[src/hdl/rcke_pkg.sv]
// Package: types and constants of the rolling canonical k-mer encoder
package rcke_pkg;

  localparam int MAX_KMER_LENGTH = 32;
  localparam int NUM_CELLS       = MAX_KMER_LENGTH;
  localparam int KMER_BITS       = 64;
  localparam int K_W             = 6;
  localparam int CFG_IDX_W       = 1;
  localparam int CFG_DATA_W      = 6;

  localparam logic [K_W-1:0] K_RESET = K_W'(31);
  localparam logic [1:0]     COMP_MASK = 2'b10;

  localparam logic [CFG_IDX_W-1:0] CFG_KMER_LENGTH  = 1'b0;
  localparam logic [CFG_IDX_W-1:0] CFG_BINARY_INPUT = 1'b1;

  typedef struct packed {
    logic [7:0] nucleotide;
    logic       restart;
  } in_word_t;

  typedef struct packed {
    logic [KMER_BITS-1:0] canonical_code;
    logic [KMER_BITS-1:0] forward_kmer;
    logic [KMER_BITS-1:0] reverse_kmer;
  } out_word_t;

  // per-step control broadcast to every cell of the window chain
  typedef struct packed {
    logic       advance;
    logic       restart;
    logic [1:0] code;
    logic [1:0] comp;
  } cell_ctl_t;

endpackage

[src/hdl/rcke_cell.sv]
// One window position: forward and reverse-complement nucleotide codes
module rcke_cell
  import rcke_pkg::*;
(
  input  logic       clk,
  input  logic       rst,
  input  cell_ctl_t  ctl,
  input  logic       is_first,
  input  logic       is_top,
  input  logic       in_window,
  input  logic [1:0] fwd_left,
  input  logic [1:0] rev_right,
  output logic [1:0] fwd,
  output logic [1:0] rev,
  output logic [1:0] fwd_next,
  output logic [1:0] rev_next
);

  logic [1:0] fwd_src;
  logic [1:0] rev_src;

  always_comb begin
    // neighbors read as empty on the first nucleotide of a read
    fwd_src  = is_first ? ctl.code : (ctl.restart ? 2'b00 : fwd_left);
    rev_src  = (ctl.restart ? 2'b00 : rev_right) | (is_top ? ctl.comp : 2'b00);
    fwd_next = in_window ? fwd_src : 2'b00;
    rev_next = in_window ? rev_src : 2'b00;
  end

  always_ff @(posedge clk) begin
    if (rst) begin
      fwd <= 2'b00;
      rev <= 2'b00;
    end else if (ctl.advance) begin
      fwd <= fwd_next;
      rev <= rev_next;
    end
  end

endmodule

[src/hdl/rcke_out_stage.sv]
// Output register: canonical selection and result word holding
module rcke_out_stage
  import rcke_pkg::*;
(
  input  logic                 clk,
  input  logic                 rst,
  input  logic                 load,
  input  logic [KMER_BITS-1:0] fwd_vec,
  input  logic [KMER_BITS-1:0] rev_vec,
  output logic                 out_valid,
  input  logic                 out_stall,
  output out_word_t            out_data
);

  out_word_t word_next;

  always_comb begin
    word_next.forward_kmer   = fwd_vec;
    word_next.reverse_kmer   = rev_vec;
    word_next.canonical_code = (fwd_vec < rev_vec) ? fwd_vec : rev_vec;
  end

  always_ff @(posedge clk) begin
    if (rst) begin
      out_valid <= 1'b0;
    end else if (load) begin
      out_valid <= 1'b1;
    end else if (!out_stall) begin
      out_valid <= 1'b0;
    end
  end

  always_ff @(posedge clk) begin
    if (load) begin
      out_data <= word_next;
    end
  end

endmodule

[src/hdl/rolling_canonical_kmer_encoder_core.sv]
// Top level: rolling canonical k-mer encoder built from a chain of window cells
//
// Usage:
//   Input channel (in_valid/in_stall/in_data) carries one nucleotide per word,
//   an ASCII letter coded by bits 2:1 or a raw 2-bit code, plus a restart flag
//   that opens a new read. Output channel (out_valid/out_stall/out_data)
//   carries the canonical, forward and reverse-complement codes.
//   A window cell per nucleotide position shifts forward codes up the chain
//   and reverse-complement codes down it, all cells moving in the same cycle.
//   The result word is registered at the edge that accepts the word that completes it.
//   Throughput: one nucleotide per cycle while in_stall is low.
//   No result leaves until the window holds kmer_length nucleotides.
//   Reset clears the window and fill count and sets kmer_length to 31 and
//   binary_input to 0. When the receiver stalls with a result pending,
//   in_stall goes high and the held result stays unchanged.
//   Configuration writes (cfg_we/cfg_index/cfg_data) take effect on the next
//   word; kmer_length 0 acts as 1 and values above 32 act as 32.
module rolling_canonical_kmer_encoder_core
  import rcke_pkg::*;
(
  input  logic                  clk,
  input  logic                  rst,
  input  logic                  cfg_we,
  input  logic [CFG_IDX_W-1:0]  cfg_index,
  input  logic [CFG_DATA_W-1:0] cfg_data,
  input  logic                  in_valid,
  output logic                  in_stall,
  input  in_word_t              in_data,
  output logic                  out_valid,
  input  logic                  out_stall,
  output out_word_t             out_data
);

  logic [K_W-1:0] k_eff;
  logic           binary_input;
  logic [K_W-1:0] fill;
  logic [K_W-1:0] fill_next;
  logic [K_W:0]   fill_inc;
  logic           accept;
  logic           emit;
  logic           load;
  cell_ctl_t      ctl;

  logic [1:0] fwd_q [NUM_CELLS];
  logic [1:0] rev_q [NUM_CELLS];
  logic [1:0] fwd_next [NUM_CELLS];
  logic [1:0] rev_next [NUM_CELLS];
  logic [KMER_BITS-1:0] fwd_vec;
  logic [KMER_BITS-1:0] rev_vec;

  // configuration registers; the window length is clamped when written
  always_ff @(posedge clk) begin
    if (rst) begin
      k_eff        <= K_RESET;
      binary_input <= 1'b0;
    end else if (cfg_we) begin
      unique case (cfg_index)
        CFG_KMER_LENGTH: begin
          if (cfg_data[K_W-1:0] == '0) begin
            k_eff <= K_W'(1);
          end else if (cfg_data[K_W-1:0] > K_W'(MAX_KMER_LENGTH)) begin
            k_eff <= K_W'(MAX_KMER_LENGTH);
          end else begin
            k_eff <= cfg_data[K_W-1:0];
          end
        end
        CFG_BINARY_INPUT: begin
          binary_input <= cfg_data[0];
        end
        default: begin
        end
      endcase
    end
  end

  assign in_stall = out_valid && out_stall;
  assign accept   = in_valid && !in_stall;

  always_comb begin
    ctl.advance = accept;
    ctl.restart = in_data.restart;
    ctl.code    = binary_input ? in_data.nucleotide[1:0] : in_data.nucleotide[2:1];
    ctl.comp    = ctl.code ^ COMP_MASK;
  end

  // fill count saturates at the window length
  always_comb begin
    fill_inc = {1'b0, (in_data.restart ? {K_W{1'b0}} : fill)} + (K_W+1)'(1);
    if (fill_inc > {1'b0, k_eff}) begin
      fill_next = k_eff;
    end else begin
      fill_next = fill_inc[K_W-1:0];
    end
    emit = (fill_next == k_eff);
  end

  always_ff @(posedge clk) begin
    if (rst) begin
      fill <= '0;
    end else if (accept) begin
      fill <= fill_next;
    end
  end

  for (genvar i = 0; i < NUM_CELLS; i++) begin : g_cell
    logic [1:0] fwd_left;
    logic [1:0] rev_right;

    if (i == 0) begin : g_first
      assign fwd_left = 2'b00;
    end else begin : g_mid
      assign fwd_left = fwd_q[i-1];
    end

    if (i == NUM_CELLS - 1) begin : g_last
      assign rev_right = 2'b00;
    end else begin : g_inner
      assign rev_right = rev_q[i+1];
    end

    rcke_cell u_cell (
      .clk       (clk),
      .rst       (rst),
      .ctl       (ctl),
      .is_first  (i == 0),
      .is_top    (K_W'(i + 1) == k_eff),
      .in_window (K_W'(i) < k_eff),
      .fwd_left  (fwd_left),
      .rev_right (rev_right),
      .fwd       (fwd_q[i]),
      .rev       (rev_q[i]),
      .fwd_next  (fwd_next[i]),
      .rev_next  (rev_next[i])
    );
  end

  // gather the window as it stands after the accepted word
  always_comb begin
    fwd_vec = '0;
    rev_vec = '0;
    for (int i = 0; i < NUM_CELLS; i++) begin
      fwd_vec[2*i +: 2] = fwd_next[i];
      rev_vec[2*i +: 2] = rev_next[i];
    end
  end

  // load the result word at the edge that accepts the completing word
  assign load = accept && emit;

  rcke_out_stage u_out (
    .clk       (clk),
    .rst       (rst),
    .load      (load),
    .fwd_vec   (fwd_vec),
    .rev_vec   (rev_vec),
    .out_valid (out_valid),
    .out_stall (out_stall),
    .out_data  (out_data)
  );

endmodule

[config.mk]
export PLATFORM = sky130hd
export DESIGN_NAME = rolling_canonical_kmer_encoder_core
export DESIGN_NICKNAME = d
export VERILOG_FILES = /design/src/hdl/rcke_pkg.sv /design/src/hdl/rcke_cell.sv /design/src/hdl/rcke_out_stage.sv /design/src/hdl/rolling_canonical_kmer_encoder_core.sv
export SDC_FILE = /design/constraint.sdc
export NUM_CORES = 1
export LEC_CHECK = 0
export BUFFER_PORTS_ARGS = -buffer_cell sky130_fd_sc_hd__clkbuf_2
export CAP_MARGIN = 5
export CORE_MARGIN = 2
export CORE_UTILIZATION = 50
export DETAILED_ROUTE_END_ITERATION = 7
export GPL_TIMING_DRIVEN = 0
export PLACE_DENSITY = 0.78
export SYNTH_ARGS = -nofsm -noshare
export SYNTH_HDL_FRONTEND = slang
export SYNTH_HIERARCHICAL = 1
export SYNTH_SLANG_ARGS = --single-unit
[constraint.sdc]
create_clock -name clk -period 56.8 [get_ports clk]
set_clock_uncertainty 0.2 [all_clocks]
set_input_delay 14.2 -clock clk [delete_from_list [all_inputs] [get_ports clk]]
set_output_delay 14.2 -clock clk [all_outputs]
set_load 0.01 [all_outputs]
### Word-level counts from Yosys, hierarchy flattened

Index checks and enable logic that the tools add are counted.

| word-level totals | value |
|---|---|
| latch bits | 0 |
| logic and storage cells | 345 |
| ROM bits | 0 |
| memories | 0 |
| output and inout port bits | 194 |
| bits in writable memories | 0 |
| register bits after elaboration | 330 |
| input port bits | 21 |

| cells by class | value |
|---|---|
| div/mod/pow operators | 0 |
| $lt $le $gt $ge | 35 |
| shifts and indexed selects | 0 |
| bitwise logic cells | 33 |
| multipliers | 0 |
| equal/unequal tests | 34 |
| multiplexer cells | 166 |
| reductions and logical operators | 7 |
| $add $sub $neg | 1 |

Operators by type and width:

| cell | count |
|---|---|
| $mux W2 | 159 |
| $eq A5 B6 Y1 const A | 16 |
| $lt A5 B6 Y1 const A | 16 |
| $lt A64 B64 Y1 | 1 |
| $mux W64 | 1 |
| $or A2 B2 Y2 | 31 |
| $eq A4 B6 Y1 const A | 8 |
| $lt A4 B6 Y1 const A | 8 |
| $eq A3 B6 Y1 const A | 4 |
| $lt A3 B6 Y1 const A | 4 |
| $mux W6 | 4 |
| $eq A2 B6 Y1 const A | 2 |
| $lt A1 B6 Y1 const A | 2 |
| $lt A2 B6 Y1 const A | 2 |
| $add A6 B1 Y7 const B | 1 |
| $gt A7 B6 Y1 | 1 |
| $eq A1 B6 Y1 const A | 1 |
| $eq A6 B6 Y1 | 1 |
| $eq A6 B6 Y1 const A | 1 |
| $gt A6 B6 Y1 const B | 1 |
| $logic_not A6 Y1 | 1 |
| $reduce_and A2 Y1 | 2 |
| $logic_and A1 B1 Y1 | 3 |
| $mux W1 | 2 |
| 3 further kinds | 4 |

### Longest topological paths before layout

| depth | value |
|---|---|
| word-level depth | 7 |
| mapped depth | 20 |
| mapped depth without buffers | 17 |

### By module

The synthesis kept the hierarchy.

By module, submodules not included:

| module | area an instance (um^2) | cells an instance | times used |
|---|---|---|---|
| rcke_out_stage | 8485.6 | 489 | 1 |
| rcke_cell | 211.5 | 28 | 32 |
| rolling_canonical_kmer_encoder_core | 1455.1 | 227 | 1 |

### Worst setup path before layout

Ideal clock, no wire load.

| timing path | value |
|---|---|
| path kind | input to register |
| start | in in_data[0] (netlist name) |
| end | reg u_out/out_data[0] (netlist name) |
| required time | 55335 ps |
| stages on the path | 9 |
| slack | 20207 ps |
| data arrival time | 35128 ps |
| cells stage by stage | buf_2 -> and2b_1 -> mux2_2 -> ha_1 -> nand3_1 -> a221oi_1 -> o32a_1 -> a211oi_1 -> o41ai_1 |

| on the way | value |
|---|---|
| word-level cells in the longest chain between the ends | 6 |

RTL lines:

| element | line | RTL |
|---|---|---|
| from (decl) | rolling_canonical_kmer_encoder_core.sv:28 | `input in_word_t in_data,` |
| $mux W6 * | rolling_canonical_kmer_encoder_core.sv:88 | `fill_inc = {1'b0, (in_data.restart ? {K_W{1'b0}} : fill)} + (K_W+1)'(1);` |
| $add A6 B1 Y7 * | rolling_canonical_kmer_encoder_core.sv:88 |  |
| $gt A7 B6 Y1 | rolling_canonical_kmer_encoder_core.sv:89 | `if (fill_inc > {1'b0, k_eff}) begin` |
| $mux W6 * | rolling_canonical_kmer_encoder_core.sv:89 |  |
| $eq A6 B6 Y1 * | rolling_canonical_kmer_encoder_core.sv:94 | `emit = (fill_next == k_eff);` |
| $logic_and A1 B1 Y1 * | rolling_canonical_kmer_encoder_core.sv:148 | `assign load = accept && emit;` |
| via load | rolling_canonical_kmer_encoder_core.sv:41 | `logic load;` |

The timed path passes the listed nets; every way through them passes the cells marked *.
A chain may end at the register's enable or synchronous reset.

### Worst setup path in the final report

| timing path | value |
|---|---|
| start | in out_stall |
| end | out in_stall |

| on the way | value |
|---|---|
| word-level cells in the longest chain between the ends | 1 |

RTL lines:

| element | line | RTL |
|---|---|---|
| from (decl) | rolling_canonical_kmer_encoder_core.sv:30 | `input logic out_stall,` |
| $logic_and A1 B1 Y1 | rolling_canonical_kmer_encoder_core.sv:76 | `assign in_stall = out_valid && out_stall;` |
| to (decl) | rolling_canonical_kmer_encoder_core.sv:27 | `output logic in_stall,` |

Every way passes these cells.

==> metrics.yaml <==
outcome:
  status: "completed"
timing:
  fmax_mhz: 34.5
  fin_crit_ns: 28.95
  drv_slew: 0
  whs_ns: 0.277
  worstMarginPinSlew_ns: 1.04
  hold_viol: 0
  setup_tns_ns: 0
  setup_viol: 0
  period_share_pct: 51.0
  grt_setup_unrepaired: "false"
  slew_headroom_pct: 30.6
placed_design:
  place_congestion: 0.882
  io_buffers: 209
  dpl.cell_count: 2374
  dp_hpwl_um: 30700
  place_area_um2: 18900
detailed_routing:
  drtAntennaViolNets: 0
  wl_per_cell_um: 17.7
  drt_iter0_markers: 1083
  via_per_inst: 5.63
  first_pass_iters: 6
  wl_um: 43000
  vias: 13700
  drc: 0
setup_path:
  crit_path_frequent_cell: "clkbuf_2"
  cp.arrival_ns: 14.55
  cpLargestDelayFamily: "buffers and inverters"
  crit_required_ns: 42.40
  worstSetupPathType: "input port to output pin"
  critPathCaptureType: "output pin"
  cp-start-kind: "input port"
  cpPeakStageDelay_ns: 0.14
  crit_buf_inv: 2
  crit_path_max_fanout: 2
  crit_chain: "clkbuf_2, and2_1, clkbuf_2"
  slowest_stage: "and2_1"
floorplanning:
  die_y_um: 186
  initial_utilization_pct: 50.9
  ios: 215
  core-area_um2: 32500
  rows: 66
  die_area_um2: 34600
  die_w_um: 186
grt:
  antenna_found_initial: 0
  grt_max_degree: 96
  first_global_vias: 13400
  overflow: 0
  grt_pass1_wl_um: 67200
  grt.total_usage_pct: 24.5
synth:
  synthesis.area_um2: 16600
  syn_area_per_cell_um2: 10.4
  synth_cells: 1597
  yosys_warnings: 6
cts:
  postCtsSetupBuffers: 0
  cts_sinks: 330
  root_buffer: "clkbuf_16"
  cts_buffer_depth: 3
  clkTransAtPathRegs_ns: 0.06
  cts_resized: 0
  clock_latency_ns: 0.51
  cts_made_buffers: 36
  cts_tree: "done"
  h-tree-depth: 2
  cts_hold_buf: 0
cells_and_area:
  num_antenna_cells: 0
  final_cell_count_no_fill: 2438
  final_layout_size_suffix_gt1_share_pct: 20.9
  multi_input_area_um2: 7320
  final_util_pct: 61.6
  syn_to_final_growth_pct: 21.0
  final_area_um2: 20000
  seq_area_um2: 8530
  fillers: 2703
  num-nets-final: 2059
pwr:
  powerDensity_nw_per_um2: 30.0
  p_leak_nw: 8.40
  peakVddDrop_v: 0.0000269
run:
  maxCapViolCount: 0
hold_path:
  hold_class: "flip-flop to flip-flop"
-- registers in the layout, summed over array words and instances (netlist names) --
signal / count
binary_input: 1
fill: 6
g_cell.u_cell/fwd: 62
g_cell.u_cell/rev: 62
k_eff: 6
u_out/out_data: 192
u_out/out_valid: 1
-- worst register-to-register path, cell delays in order, from the launching register on --
cell and delay, ns:
dfxtp_1 0.31, clkbuf_1 0.30, clkbuf_1 0.50, nand3_1 0.36
nor3_1 0.50, a22oi_1 0.19, nor2_1 0.25, inv_1 0.08
ha_1 0.30, a21oi_1 0.16, o21ai_0 0.18, a221oi_2 0.42
o22ai_1 0.22, nor4_2 0.40, o211a_1 0.22, buf_6 0.28
buf_12 0.20, mux2_4 0.33
-- cell type report --
class                           count  area share [%]
Clock inverter                     14           0.880
Timing Repair Buffer              237            6.85
Multi-Input combinational cell   1104            36.5
Sequential cell                   330            42.6
Buffer                             23            1.07
Clock buffer                       50            4.91
Tap cell                          442            2.76
Inverter                          238            4.46
-- per-layer routing --
metal / share of wire (%) / track usage (%) / vias to the layer above
li1: - / - / 6581
met1: 41 / 30.2 / 6549
met2: 49 / 42.0 / 485
met3: 6.3 / 4.34 / 115
met4: 3.7 / 10.4 / 0
met5: 0 / 0 / -
-- stage by stage --
stage | power, mW | setup WS, ns
after floorplan | 0.346 | 20.21
after global placement | 0.372 | 12.24
after detailed placement | 0.372 | 27.85
final | 0.601 | 27.85
after global routing | 0.624 | 27.81
after CTS | 0.605 | 27.85
-- power breakdown --
part	switching, mW	total [mW]	leakage (nW)	internal (mW)
sequential	0.00272	0.263	2.95	0.260
clock	0.0928	0.232	0.563	0.140
combinational	0.0621	0.106	4.89	0.0442
-- cells in the final DEF, fill, tap and decap left out, types with 6 or more instances in the layout --
cell type / n
nor3_1: 11
o21ai_0: 80
nand3_1: 138
ha_1: 68
buf_12: 6
clkbuf_1: 20
clkbuf_2: 208
buf_4: 21
inv_1: 206
or2b_1: 31
a21oi_1: 96
a22oi_1: 64
inv_2: 31
a21o_1: 16
mux2_4: 62
conb_1: 100
o41ai_1: 62
nor2_1: 121
edfxtp_1: 192
nand2_1: 111
clkbuf_16: 37
mux2_2: 6
a311oi_1: 66
dfxtp_1: 138
-- final timing paths --
kind                                  from                  endpoint  slack (ns)  cells past startpoint
hold / removal    g_cell[29].u_cell/rev[1]  g_cell[29].u_cell/rev[1]        0.28                      2
setup reg to reg                  k_eff[3]       u_out/out_data[168]       51.15                     17
hold reg to reg   g_cell[29].u_cell/rev[1]  g_cell[29].u_cell/rev[1]        0.28                      2
setup / recovery                 out_stall                  in_stall       27.85                      3
Power figures use the tool's default switching activity.
